$ cat config.mk
export PLATFORM = sky130hd
export DESIGN_NAME = cumulative_log_sum_exp_scan
export DESIGN_NICKNAME = d
export VERILOG_FILES = /design/src/clse_pkg.sv /design/src/cumulative_log_sum_exp_scan.sv /design/src/clse_mul.sv
export VERILOG_INCLUDE_DIRS = /design/src /design/src/src
export SDC_FILE = /design/constraint.sdc
export NUM_CORES = 2
export LEC_CHECK = 0
export ABC_CLOCK_PERIOD_IN_PS = 17800
export BUFFER_PORTS_ARGS = -buffer_cell sky130_fd_sc_hd__buf_4
export CAP_MARGIN = 10
export CORE_MARGIN = 4
export CORE_UTILIZATION = 40
export CTS_BUF_LIST = sky130_fd_sc_hd__clkbuf_4 sky130_fd_sc_hd__clkbuf_8
export DETAILED_ROUTE_END_ITERATION = 7
export PLACE_DENSITY_LB_ADDON = 0.25
export SYNTH_ARGS = -nofsm -noshare
export SYNTH_HDL_FRONTEND = slang
export SYNTH_SLANG_ARGS = --single-unit
$ cat constraint.sdc
create_clock -name clk_i -period 17.8 [get_ports clk_i]
set_input_delay 5.34 -clock clk_i [delete_from_list [all_inputs] [get_ports clk_i]]
set_output_delay 5.34 -clock clk_i [all_outputs]
set_load 0.01 [all_outputs]
$ cat src/cumulative_log_sum_exp_scan_macros.svh
// assertion helpers for the cumulative log-sum-exp scan
`ifndef CUMULATIVE_LOG_SUM_EXP_SCAN_MACROS_SVH
`define CUMULATIVE_LOG_SUM_EXP_SCAN_MACROS_SVH
`ifndef SYNTHESIS
`define CLSE_ASSERT(name, prop) \
  name: assert property (@(posedge clk_i) disable iff (!rst_ni) prop) \
    else $error("clse assertion failed");
`define CLSE_ASSERT_NEXT(name, pre, post) \
  name: assert property (@(posedge clk_i) disable iff (!rst_ni) (pre) |=> (post)) \
    else $error("clse assertion failed");
`else
`define CLSE_ASSERT(name, prop)
`define CLSE_ASSERT_NEXT(name, pre, post)
`endif
`endif

$ cat src/clse_pkg.sv
package clse_pkg;

  localparam int VALUE_FRAC_BITS = 16;
  localparam int SUM_INT_BITS    = 16;
  localparam int SUM_FRAC_BITS   = 24;

  localparam logic [32:0] LOG2E_Q30 = 33'd1549082005;
  localparam logic [32:0] LN2_Q28   = 33'd186065280;

  typedef logic [32:0][32:0] pow_tab_t;

  typedef enum logic [2:0] {
    MUL_LOG2E,
    MUL_POW,
    MUL_SUM_LO,
    MUL_SUM_HI,
    MUL_SQUARE,
    MUL_LN2
  } mul_op_e;

  typedef struct packed {
    logic [32:0] dlt;
    logic [32:0] p;
    logic [32:0] tab;
    logic [32:0] sum_lo;
    logic [32:0] sum_hi;
    logic [32:0] e;
    logic [32:0] m;
    logic [32:0] l2;
  } mul_opd_t;

  function automatic logic [63:0] isqrt64(logic [63:0] v_in);
    logic [63:0] v;
    logic [63:0] r;
    logic [63:0] b;
    v = v_in;
    r = '0;
    b = 64'd1 << 62;
    for (int i = 0; i < 32; i++) begin
      if (b > v) b = b >> 2;
    end
    for (int i = 0; i < 32; i++) begin
      if (b != 0) begin
        if (v >= r + b) begin
          v = v - (r + b);
          r = (r >> 1) + b;
        end else begin
          r = r >> 1;
        end
        b = b >> 2;
      end
    end
    return r;
  endfunction

  // 2^(-2^-k) in q32 for k >= 1 (entry 0 holds one), chained square roots from one half
  function automatic pow_tab_t build_pow_tab();
    pow_tab_t    tab;
    logic [63:0] prev;
    prev   = 64'd1 << 31;
    tab[0] = 33'd1 << 32;
    for (int k = 1; k <= 32; k++) begin
      tab[k] = 33'(isqrt64(prev << 32));
      prev   = 64'(tab[k]);
    end
    return tab;
  endfunction

endpackage

$ cat src/cumulative_log_sum_exp_scan.sv
// Cumulative log-sum-exp over rows of signed fixed-point samples. One word in gives one word
// out; in_ready_o stays low while a word is worked on. Every multiplication runs through one
// shared 33x33 multiplier under a sequencer. The exp runs the log2(e) scaling, 32 product
// steps and the final shift. The log runs set-up, a normalising search of clog2(sum width)
// steps, 28 squaring steps and the ln2 scaling. Each word also passes the idle accept,
// dispatch, update and emit states. A smaller or equal sample then accumulates; a new maximum
// takes a rescale of two steps instead. When the difference reaches 64.0, the product steps
// and the final shift are skipped. The first word of a row skips the exp and goes straight to
// the log; in exclusive mode it skips the log too and emits negative infinity.
// The finished result sits in an output register, so the next word may enter while it waits.
// A word that finishes while that register is still full holds in its emit step until the
// register is free.
`include "cumulative_log_sum_exp_scan_macros.svh"

module cumulative_log_sum_exp_scan #(
  parameter int VALUE_FRAC_BITS = clse_pkg::VALUE_FRAC_BITS,
  parameter int SUM_INT_BITS    = clse_pkg::SUM_INT_BITS,
  parameter int SUM_FRAC_BITS   = clse_pkg::SUM_FRAC_BITS
) (
  input  logic        clk_i,
  input  logic        rst_ni,
  input  logic        in_valid_i,
  output logic        in_ready_o,
  input  logic [31:0] sample_value_i,
  input  logic        row_start_i,
  input  logic        cfg_valid_i,
  output logic        cfg_ready_o,
  input  logic        exclusive_mode_i,
  output logic        out_valid_o,
  input  logic        out_ready_i,
  output logic [31:0] scan_value_o,
  output logic        is_neg_infinity_o,
  output logic        sum_saturated_o
);

  localparam int SW  = SUM_INT_BITS + SUM_FRAC_BITS;
  localparam int SHW = $clog2(SW);
  localparam int JW  = $clog2(SHW);
  localparam logic [SW-1:0] SUM_ONE = SW'(1) << SUM_FRAC_BITS;
  localparam logic [SW-1:0] SUM_TOP = '1;
  localparam logic [32:0]   EXP_LIMIT = 33'(64) << VALUE_FRAC_BITS;
  localparam clse_pkg::pow_tab_t POW_TAB = clse_pkg::build_pow_tab();

  localparam logic [3:0] S_IDLE    = 4'd0;
  localparam logic [3:0] S_DISP    = 4'd1;
  localparam logic [3:0] S_UPD     = 4'd2;
  localparam logic [3:0] S_EXP_T   = 4'd3;
  localparam logic [3:0] S_EXP_P   = 4'd4;
  localparam logic [3:0] S_EXP_S   = 4'd5;
  localparam logic [3:0] S_ACC     = 4'd6;
  localparam logic [3:0] S_MS_LO   = 4'd7;
  localparam logic [3:0] S_MS_HI   = 4'd8;
  localparam logic [3:0] S_LG_INIT = 4'd9;
  localparam logic [3:0] S_LG_NORM = 4'd10;
  localparam logic [3:0] S_LG_SQ   = 4'd11;
  localparam logic [3:0] S_LG_MUL  = 4'd12;
  localparam logic [3:0] S_EMIT    = 4'd13;

  logic [3:0]     state_q, state_d;
  logic           excl_q;
  logic           has_q, has_d;
  logic [31:0]    max_q, max_d;
  logic [SW-1:0]  sum_q, sum_d;
  logic [31:0]    smp_q, smp_d;
  logic           gt_q, gt_d;
  logic [32:0]    dlt_q, dlt_d;
  logic [32:0]    p_q, p_d;
  logic [31:0]    f_q, f_d;
  logic [6:0]     n_q, n_d;
  logic [5:0]     k_q, k_d;
  logic [SW-1:0]  e_q, e_d;
  logic [SW-1:0]  acc_q, acc_d;
  logic [SW-1:0]  norm_q, norm_d;
  logic [SHW-1:0] shc_q, shc_d;
  logic [JW-1:0]  j_q, j_d;
  logic [31:0]    m_q, m_d;
  logic [27:0]    frac_q, frac_d;
  logic [4:0]     i_q, i_d;
  logic [4:0]     l2i_q, l2i_d;
  logic [31:0]    res_scan_q, res_scan_d;
  logic           res_neg_q, res_neg_d;
  logic           res_sat_q, res_sat_d;
  logic           out_valid_q;
  logic [31:0]    out_scan_q;
  logic           out_neg_q;
  logic           out_sat_q;

  clse_pkg::mul_op_e  mul_op;
  clse_pkg::mul_opd_t mul_opd;
  logic [65:0]        prod;

  logic             in_acc;
  logic             out_free;
  logic [SW+1:0]    tot;
  logic [65:0]      hi_sh;
  logic [SHW:0]     amt;
  logic [SW-1:0]    nx;
  logic [SW+30:0]   wide;
  logic [31:0]      sq;
  logic [7:0]       sh;
  logic [65:0]      lnv;
  logic signed [33:0] rsum;

  assign cfg_ready_o = 1'b1;
  assign in_ready_o  = (state_q == S_IDLE);
  assign in_acc      = in_valid_i && in_ready_o;
  assign out_free    = !out_valid_q || out_ready_i;

  always_comb begin
    mul_opd.dlt    = dlt_q;
    mul_opd.p      = p_q;
    mul_opd.tab    = POW_TAB[k_q];
    mul_opd.sum_lo = 33'(sum_q[31:0]);
    mul_opd.sum_hi = 33'(sum_q >> 32);
    mul_opd.e      = 33'(e_q);
    mul_opd.m      = 33'(m_q);
    mul_opd.l2     = {l2i_q, frac_q};
    unique case (state_q)
      S_EXP_T:  mul_op = clse_pkg::MUL_LOG2E;
      S_MS_LO:  mul_op = clse_pkg::MUL_SUM_LO;
      S_MS_HI:  mul_op = clse_pkg::MUL_SUM_HI;
      S_LG_SQ:  mul_op = clse_pkg::MUL_SQUARE;
      S_LG_MUL: mul_op = clse_pkg::MUL_LN2;
      default:  mul_op = clse_pkg::MUL_POW;
    endcase
  end

  clse_mul u_mul (
    .op_i   (mul_op),
    .opd_i  (mul_opd),
    .prod_o (prod)
  );

  always_comb begin
    state_d    = state_q;
    has_d      = has_q;
    max_d      = max_q;
    sum_d      = sum_q;
    smp_d      = smp_q;
    gt_d       = gt_q;
    dlt_d      = dlt_q;
    p_d        = p_q;
    f_d        = f_q;
    n_d        = n_q;
    k_d        = k_q;
    e_d        = e_q;
    acc_d      = acc_q;
    norm_d     = norm_q;
    shc_d      = shc_q;
    j_d        = j_q;
    m_d        = m_q;
    frac_d     = frac_q;
    i_d        = i_q;
    l2i_d      = l2i_q;
    res_scan_d = res_scan_q;
    res_neg_d  = res_neg_q;
    res_sat_d  = res_sat_q;
    tot        = '0;
    hi_sh      = '0;
    amt        = (SHW+1)'(1) << j_q;
    nx         = norm_q;
    wide       = '0;
    sq         = prod[61:30];
    sh         = 8'(n_q) + 8'(32 - SUM_FRAC_BITS);
    lnv        = prod >> (56 - VALUE_FRAC_BITS);
    rsum       = $signed({{2{max_q[31]}}, max_q}) + $signed(lnv[33:0]);

    unique case (state_q)
      S_IDLE: begin
        if (in_acc) begin
          smp_d = sample_value_i;
          if (row_start_i) begin
            has_d = 1'b0;
            max_d = '0;
            sum_d = '0;
          end
          state_d = S_DISP;
        end
      end
      S_DISP: begin
        if (excl_q && has_q) begin
          state_d = S_LG_INIT;
        end else begin
          if (excl_q) begin
            res_scan_d = 32'h8000_0000;
            res_neg_d  = 1'b1;
            res_sat_d  = 1'b0;
          end
          state_d = S_UPD;
        end
      end
      S_UPD: begin
        if (!has_q) begin
          sum_d   = SUM_ONE;
          max_d   = smp_q;
          has_d   = 1'b1;
          state_d = excl_q ? S_EMIT : S_LG_INIT;
        end else if ($signed(smp_q) > $signed(max_q)) begin
          gt_d    = 1'b1;
          dlt_d   = {smp_q[31], smp_q} - {max_q[31], max_q};
          state_d = S_EXP_T;
        end else begin
          gt_d    = 1'b0;
          dlt_d   = {max_q[31], max_q} - {smp_q[31], smp_q};
          state_d = S_EXP_T;
        end
      end
      S_EXP_T: begin
        if (dlt_q >= EXP_LIMIT) begin
          e_d     = '0;
          state_d = gt_q ? S_MS_LO : S_ACC;
        end else begin
          f_d     = prod[VALUE_FRAC_BITS-2 +: 32];
          n_d     = 7'(prod >> (VALUE_FRAC_BITS + 30));
          p_d     = 33'd1 << 32;
          k_d     = 6'd1;
          state_d = S_EXP_P;
        end
      end
      S_EXP_P: begin
        if (f_q[31]) p_d = prod[64:32];
        f_d = f_q << 1;
        k_d = k_q + 6'd1;
        if (k_q == 6'd32) state_d = S_EXP_S;
      end
      S_EXP_S: begin
        e_d     = SW'(p_q >> sh);
        state_d = gt_q ? S_MS_LO : S_ACC;
      end
      S_ACC: begin
        tot     = (SW+2)'(sum_q) + (SW+2)'(e_q);
        sum_d   = (tot > (SW+2)'(SUM_TOP)) ? SUM_TOP : SW'(tot);
        state_d = excl_q ? S_EMIT : S_LG_INIT;
      end
      S_MS_LO: begin
        acc_d   = SW'(prod >> SUM_FRAC_BITS);
        state_d = S_MS_HI;
      end
      S_MS_HI: begin
        hi_sh   = prod << (32 - SUM_FRAC_BITS);
        tot     = (SW+2)'(acc_q) + (SW+2)'(hi_sh) + (SW+2)'(SUM_ONE);
        sum_d   = (tot > (SW+2)'(SUM_TOP)) ? SUM_TOP : SW'(tot);
        max_d   = smp_q;
        state_d = excl_q ? S_EMIT : S_LG_INIT;
      end
      S_LG_INIT: begin
        if (sum_q < SUM_ONE) begin
          l2i_d   = '0;
          frac_d  = '0;
          state_d = S_LG_MUL;
        end else begin
          norm_d  = sum_q;
          shc_d   = '0;
          j_d     = JW'(SHW - 1);
          state_d = S_LG_NORM;
        end
      end
      S_LG_NORM: begin
        if ((norm_q >> (SW - int'(amt))) == '0) begin
          nx    = norm_q << amt;
          shc_d = shc_q + SHW'(amt);
        end
        norm_d = nx;
        j_d    = j_q - JW'(1);
        if (j_q == '0) begin
          wide    = {nx, 31'd0};
          m_d     = 32'(wide[SW+30 -: 31]);
          l2i_d   = 5'(SUM_INT_BITS - 1) - 5'(shc_d);
          frac_d  = '0;
          i_d     = '0;
          state_d = S_LG_SQ;
        end
      end
      S_LG_SQ: begin
        frac_d = {frac_q[26:0], sq[31]};
        m_d    = sq[31] ? (sq >> 1) : sq;
        i_d    = i_q + 5'd1;
        if (i_q == 5'd27) state_d = S_LG_MUL;
      end
      S_LG_MUL: begin
        if (!rsum[33] && (rsum[32:31] != 2'b00)) begin
          res_scan_d = 32'h7FFF_FFFF;
        end else if (rsum[33] && (rsum[32:31] != 2'b11)) begin
          res_scan_d = 32'h8000_0000;
        end else begin
          res_scan_d = rsum[31:0];
        end
        res_neg_d = 1'b0;
        res_sat_d = (sum_q == SUM_TOP);
        state_d   = excl_q ? S_UPD : S_EMIT;
      end
      S_EMIT: begin
        if (out_free) state_d = S_IDLE;
      end
      default: state_d = S_IDLE;
    endcase
  end

  always_ff @(posedge clk_i or negedge rst_ni) begin
    if (!rst_ni) begin
      state_q     <= S_IDLE;
      excl_q      <= 1'b0;
      has_q       <= 1'b0;
      max_q       <= '0;
      sum_q       <= '0;
      out_valid_q <= 1'b0;
    end else begin
      state_q <= state_d;
      has_q   <= has_d;
      max_q   <= max_d;
      sum_q   <= sum_d;
      if (cfg_valid_i && cfg_ready_o) excl_q <= exclusive_mode_i;
      if (state_q == S_EMIT && out_free) begin
        out_valid_q <= 1'b1;
      end else if (out_ready_i) begin
        out_valid_q <= 1'b0;
      end
    end
  end

  always_ff @(posedge clk_i) begin
    smp_q      <= smp_d;
    gt_q       <= gt_d;
    dlt_q      <= dlt_d;
    p_q        <= p_d;
    f_q        <= f_d;
    n_q        <= n_d;
    k_q        <= k_d;
    e_q        <= e_d;
    acc_q      <= acc_d;
    norm_q     <= norm_d;
    shc_q      <= shc_d;
    j_q        <= j_d;
    m_q        <= m_d;
    frac_q     <= frac_d;
    i_q        <= i_d;
    l2i_q      <= l2i_d;
    res_scan_q <= res_scan_d;
    res_neg_q  <= res_neg_d;
    res_sat_q  <= res_sat_d;
    if (state_q == S_EMIT && out_free) begin
      out_scan_q <= res_scan_q;
      out_neg_q  <= res_neg_q;
      out_sat_q  <= res_sat_q;
    end
  end

  assign out_valid_o       = out_valid_q;
  assign scan_value_o      = out_scan_q;
  assign is_neg_infinity_o = out_neg_q;
  assign sum_saturated_o   = out_sat_q;

  `CLSE_ASSERT(a_neg_inf_form, (out_valid_o && is_neg_infinity_o) |-> (scan_value_o == 32'h8000_0000 && !sum_saturated_o))
  `CLSE_ASSERT(a_empty_row_sum, !has_q |-> (sum_q == '0))
  `CLSE_ASSERT(a_row_sum_floor, (has_q && state_q == S_IDLE) |-> (sum_q >= SUM_ONE))
  `CLSE_ASSERT_NEXT(a_accept_busy, in_valid_i && in_ready_o, !in_ready_o)

endmodule

$ cat src/clse_mul.sv
module clse_mul (
  input  clse_pkg::mul_op_e  op_i,
  input  clse_pkg::mul_opd_t opd_i,
  output logic [65:0]        prod_o
);

  logic [32:0] a;
  logic [32:0] b;

  always_comb begin
    unique case (op_i)
      clse_pkg::MUL_LOG2E: begin
        a = opd_i.dlt;
        b = clse_pkg::LOG2E_Q30;
      end
      clse_pkg::MUL_POW: begin
        a = opd_i.p;
        b = opd_i.tab;
      end
      clse_pkg::MUL_SUM_LO: begin
        a = opd_i.sum_lo;
        b = opd_i.e;
      end
      clse_pkg::MUL_SUM_HI: begin
        a = opd_i.sum_hi;
        b = opd_i.e;
      end
      clse_pkg::MUL_SQUARE: begin
        a = opd_i.m;
        b = opd_i.m;
      end
      clse_pkg::MUL_LN2: begin
        a = opd_i.l2;
        b = clse_pkg::LN2_Q28;
      end
      default: begin
        a = '0;
        b = '0;
      end
    endcase
  end

  assign prod_o = 66'(a) * 66'(b);

endmodule
==> run metrics <==
outcome=complete, but fails checks; number of clock buffers inserted by TritonCTS=95; count of final max-slew check failures=0; number of antenna violations at the first check in global routing=11; master of the slowest instance on the critical path=sky130_fd_sc_hd__dfrtp_1; CTS tree=yes; dpl hpwl=209 mm; final hold viol count=0; post-synthesis sequential element count=506; number of routed nets with antenna violations=0; number of buffers on the longest clock path=3; root buffer cell=sky130_fd_sc_hd__clkbuf_8; RR Startpoint=state_q[0]; number of flops mapped to enable cells by yosys=between 300 and 400; CP Buf/Inv Count=7; cell with the most instances on the worst path=sky130_fd_sc_hd__fa_1; maximum number of pins on one net before global-route repair=between 70 and 80; required time worst endpoint=18270 ps; CP Launch Point=state_q[0]; WHS Path Cells=0; list of most frequent post-synthesis cells=sky130_fd_sc_hd__nand2_1, sky130_fd_sc_hd__inv_1, sky130_fd_sc_hd__fa_1; H-tree Lvls=3; proportion of register bits with asynchronous set or reset after synthesis=0.156; Pre-Repair DR Iteration Count=8; worst setup path class=flop to flop; most numerous cell in the Yosys netlist=sky130_fd_sc_hd__nand2_1; final setup slack of the worst path=1980 ps; DR vias=58000; top-area cell type share of the netlist area=0.281; setup repair after global routing missed its margin=false; share of layout cells above drive strength 1=0.0688; Die Area=approximately 0.18 mm²; GRT overflow=0; Worst Path Arrival=16290 ps; register area share after synthesis=0.211; input/output buffers=74; Detailed Route Iter0 Violations=6110; worst slew slack as a fraction of its limit=0.137; overall track demand over capacity in global routing=0.293; wire length of the first global-routing pass=392 mm; worst slack, placed=2170 ps; Reg area=0.0145 mm²; area occupied by multi-input gates=~0.048 mm²; Synth-to-Final Area Change=7.63%; Max Cap Violations=0; cell family with most CP delay=adder cells; max incr delay on CP=830 ps; number of stages on the worst setup path=41; worst-margin pin slew=1290 ps; via count of the first global-routing pass=58600; total routed wirelength=264 mm; post-CTS setup buffer count=0; RePlAce Congestion=~1.0; Syn Std Cell Area=about 0.069 mm²; core region area=0.170 mm²; site row count=around 150; Synth Net Count=9146; Max Freq=63.2 MHz; initial core utilization=0.404; Worst Clk Skew=~45 ps; top fanout value on the critical path=57; depth of the worst register-to-register path=41; most instantiated flip-flop cell in the synthesis netlist=sky130_fd_sc_hd__edfxtp_1; via/cell ratio=5.88; synth unique cells=around 100; violations in the final reports=design-rule violations; total negative slack=0 ps; I/O pins=76; Tightest Hold Check Type=flop to flop; post-synthesis cell type with the largest combined area=sky130_fd_sc_hd__fa_1; post-CTS sizing=0; synthesized netlist cell count=7674; crit path time final=15820 ps; horizontal die dimension=422 µm; wire length per cell after detailed routing=26.8 µm; die span in y=422 µm; count of unresolved DRC violations after routing=2; top area cells in the synthesized netlist=sky130_fd_sc_hd__fa_1, sky130_fd_sc_hd__edfxtp_1, sky130_fd_sc_hd__ha_1; share of the cycle needed by the critical path after routing=0.889; number of sinks driven by the clock tree=506; later-pin clock latency in the skew report=770 ps; net total in the final layout=between 9000 and 10000; syn_area_per_cell=8.95 µm²; startpoint of the tightest hold check path=res_scan_q[29]; Fillers=16800; type of element capturing the critical path=flop; clock slew at the register clock pins of the worst setup and hold paths=60 ps; startpoint class of the critical path=flop; final setup vio count=0; post-cts hold buffer count=0; YS warnings=0
-- metal layers --
layer  up-vias  share of wire  GRT usage
met5         -        0.00021          0
met4         8          0.048      0.121
met3       572          0.092     0.0570
met2      2948           0.44      0.447
met1     29400           0.42      0.408
li1      25100              -          -
-- area by class of cell --
class | count | area share
diodes | 6 | 0.000203
clock buffers | 136 | 0.0226
clock inverters | 44 | 0.00523
repair buffers | 259 | 0.0266
flip-flops and latches | 506 | 0.196
multi-input cells | 5580 | 0.655
well taps | 2218 | 0.0375
inverters | 1123 | 0.0571
-- flip-flops by register name, summed over array words and instances (netlist names), 3 cells and up --
name and flops:
dlt_q 33, m_q 31, state_q 4, norm_q 40
frac_q 28, max_q 32, k_q 6, res_scan_q 32
e_q 25, mul_opd 33, acc_q 40, smp_q 32
shc_q 5, p_q 33, sum_q 40, l2i_q 5
n_q 7, j_q 3, f_q 32, i_q 5
scan_value_o 32
-- through the flow --
step           utilization  std cells  hold slack, ps  instance area [µm²]
2_1_floorplan            -       7674             400                68700
6_report             0.435       9872             419                73900
4_1_cts              0.434       9865             421                73900
3_3_place_gp         0.422       9685             404                71800
3_5_place_dp         0.422       9685             405                71800
5_1_grt              0.435       9866             432                73900
-- layout by cell type (no fill, tap or decap), drive strengths merged, types with 74 or more instances in the layout --
cell type	n
dfrtp	79
inv	1126
nor3	89
and2	125
clkbuf	136
nand2	1199
a211oi	79
nor2	573
a22oi	74
buf	259
mux2i	103
xnor2	112
a21oi	386
a21o	128
o21ai	276
nand3	147
ha	469
fa	964
edfxtp	394
-- final timing paths --
check                      slack [ps]          endpoint
max                              1980     res_scan_q[1]
min                               420  scan_value_o[29]
max reg2reg                      1980     res_scan_q[1]
min reg2reg                       420  scan_value_o[29]
max in group asynchronous       11970         sum_q[17]
min in group asynchronous        4570         max_q[15]
-- logic make-up (layout without fill, tap and decap cells) --
logic type / after synthesis / count (layout) / synth area share
and+or+nand+nor: 2422 / 2422 / 0.154
buffers and inverters: 1588 / 1562 / 0.0877
adders and majority gates: 1433 / 1433 / 0.366
AOI/OAI and AO/OA: 1404 / 1404 / 0.135
DFF: 506 / 506 / 0.211
xor gates and xnor gates: 178 / 178 / 0.0227
muxes: 142 / 142 / 0.0239
other: 1 / 7 / 0.0000546
Power is not shown: default switching activity piles up to over one toggle a cycle in this logic, so the estimate is an artifact.
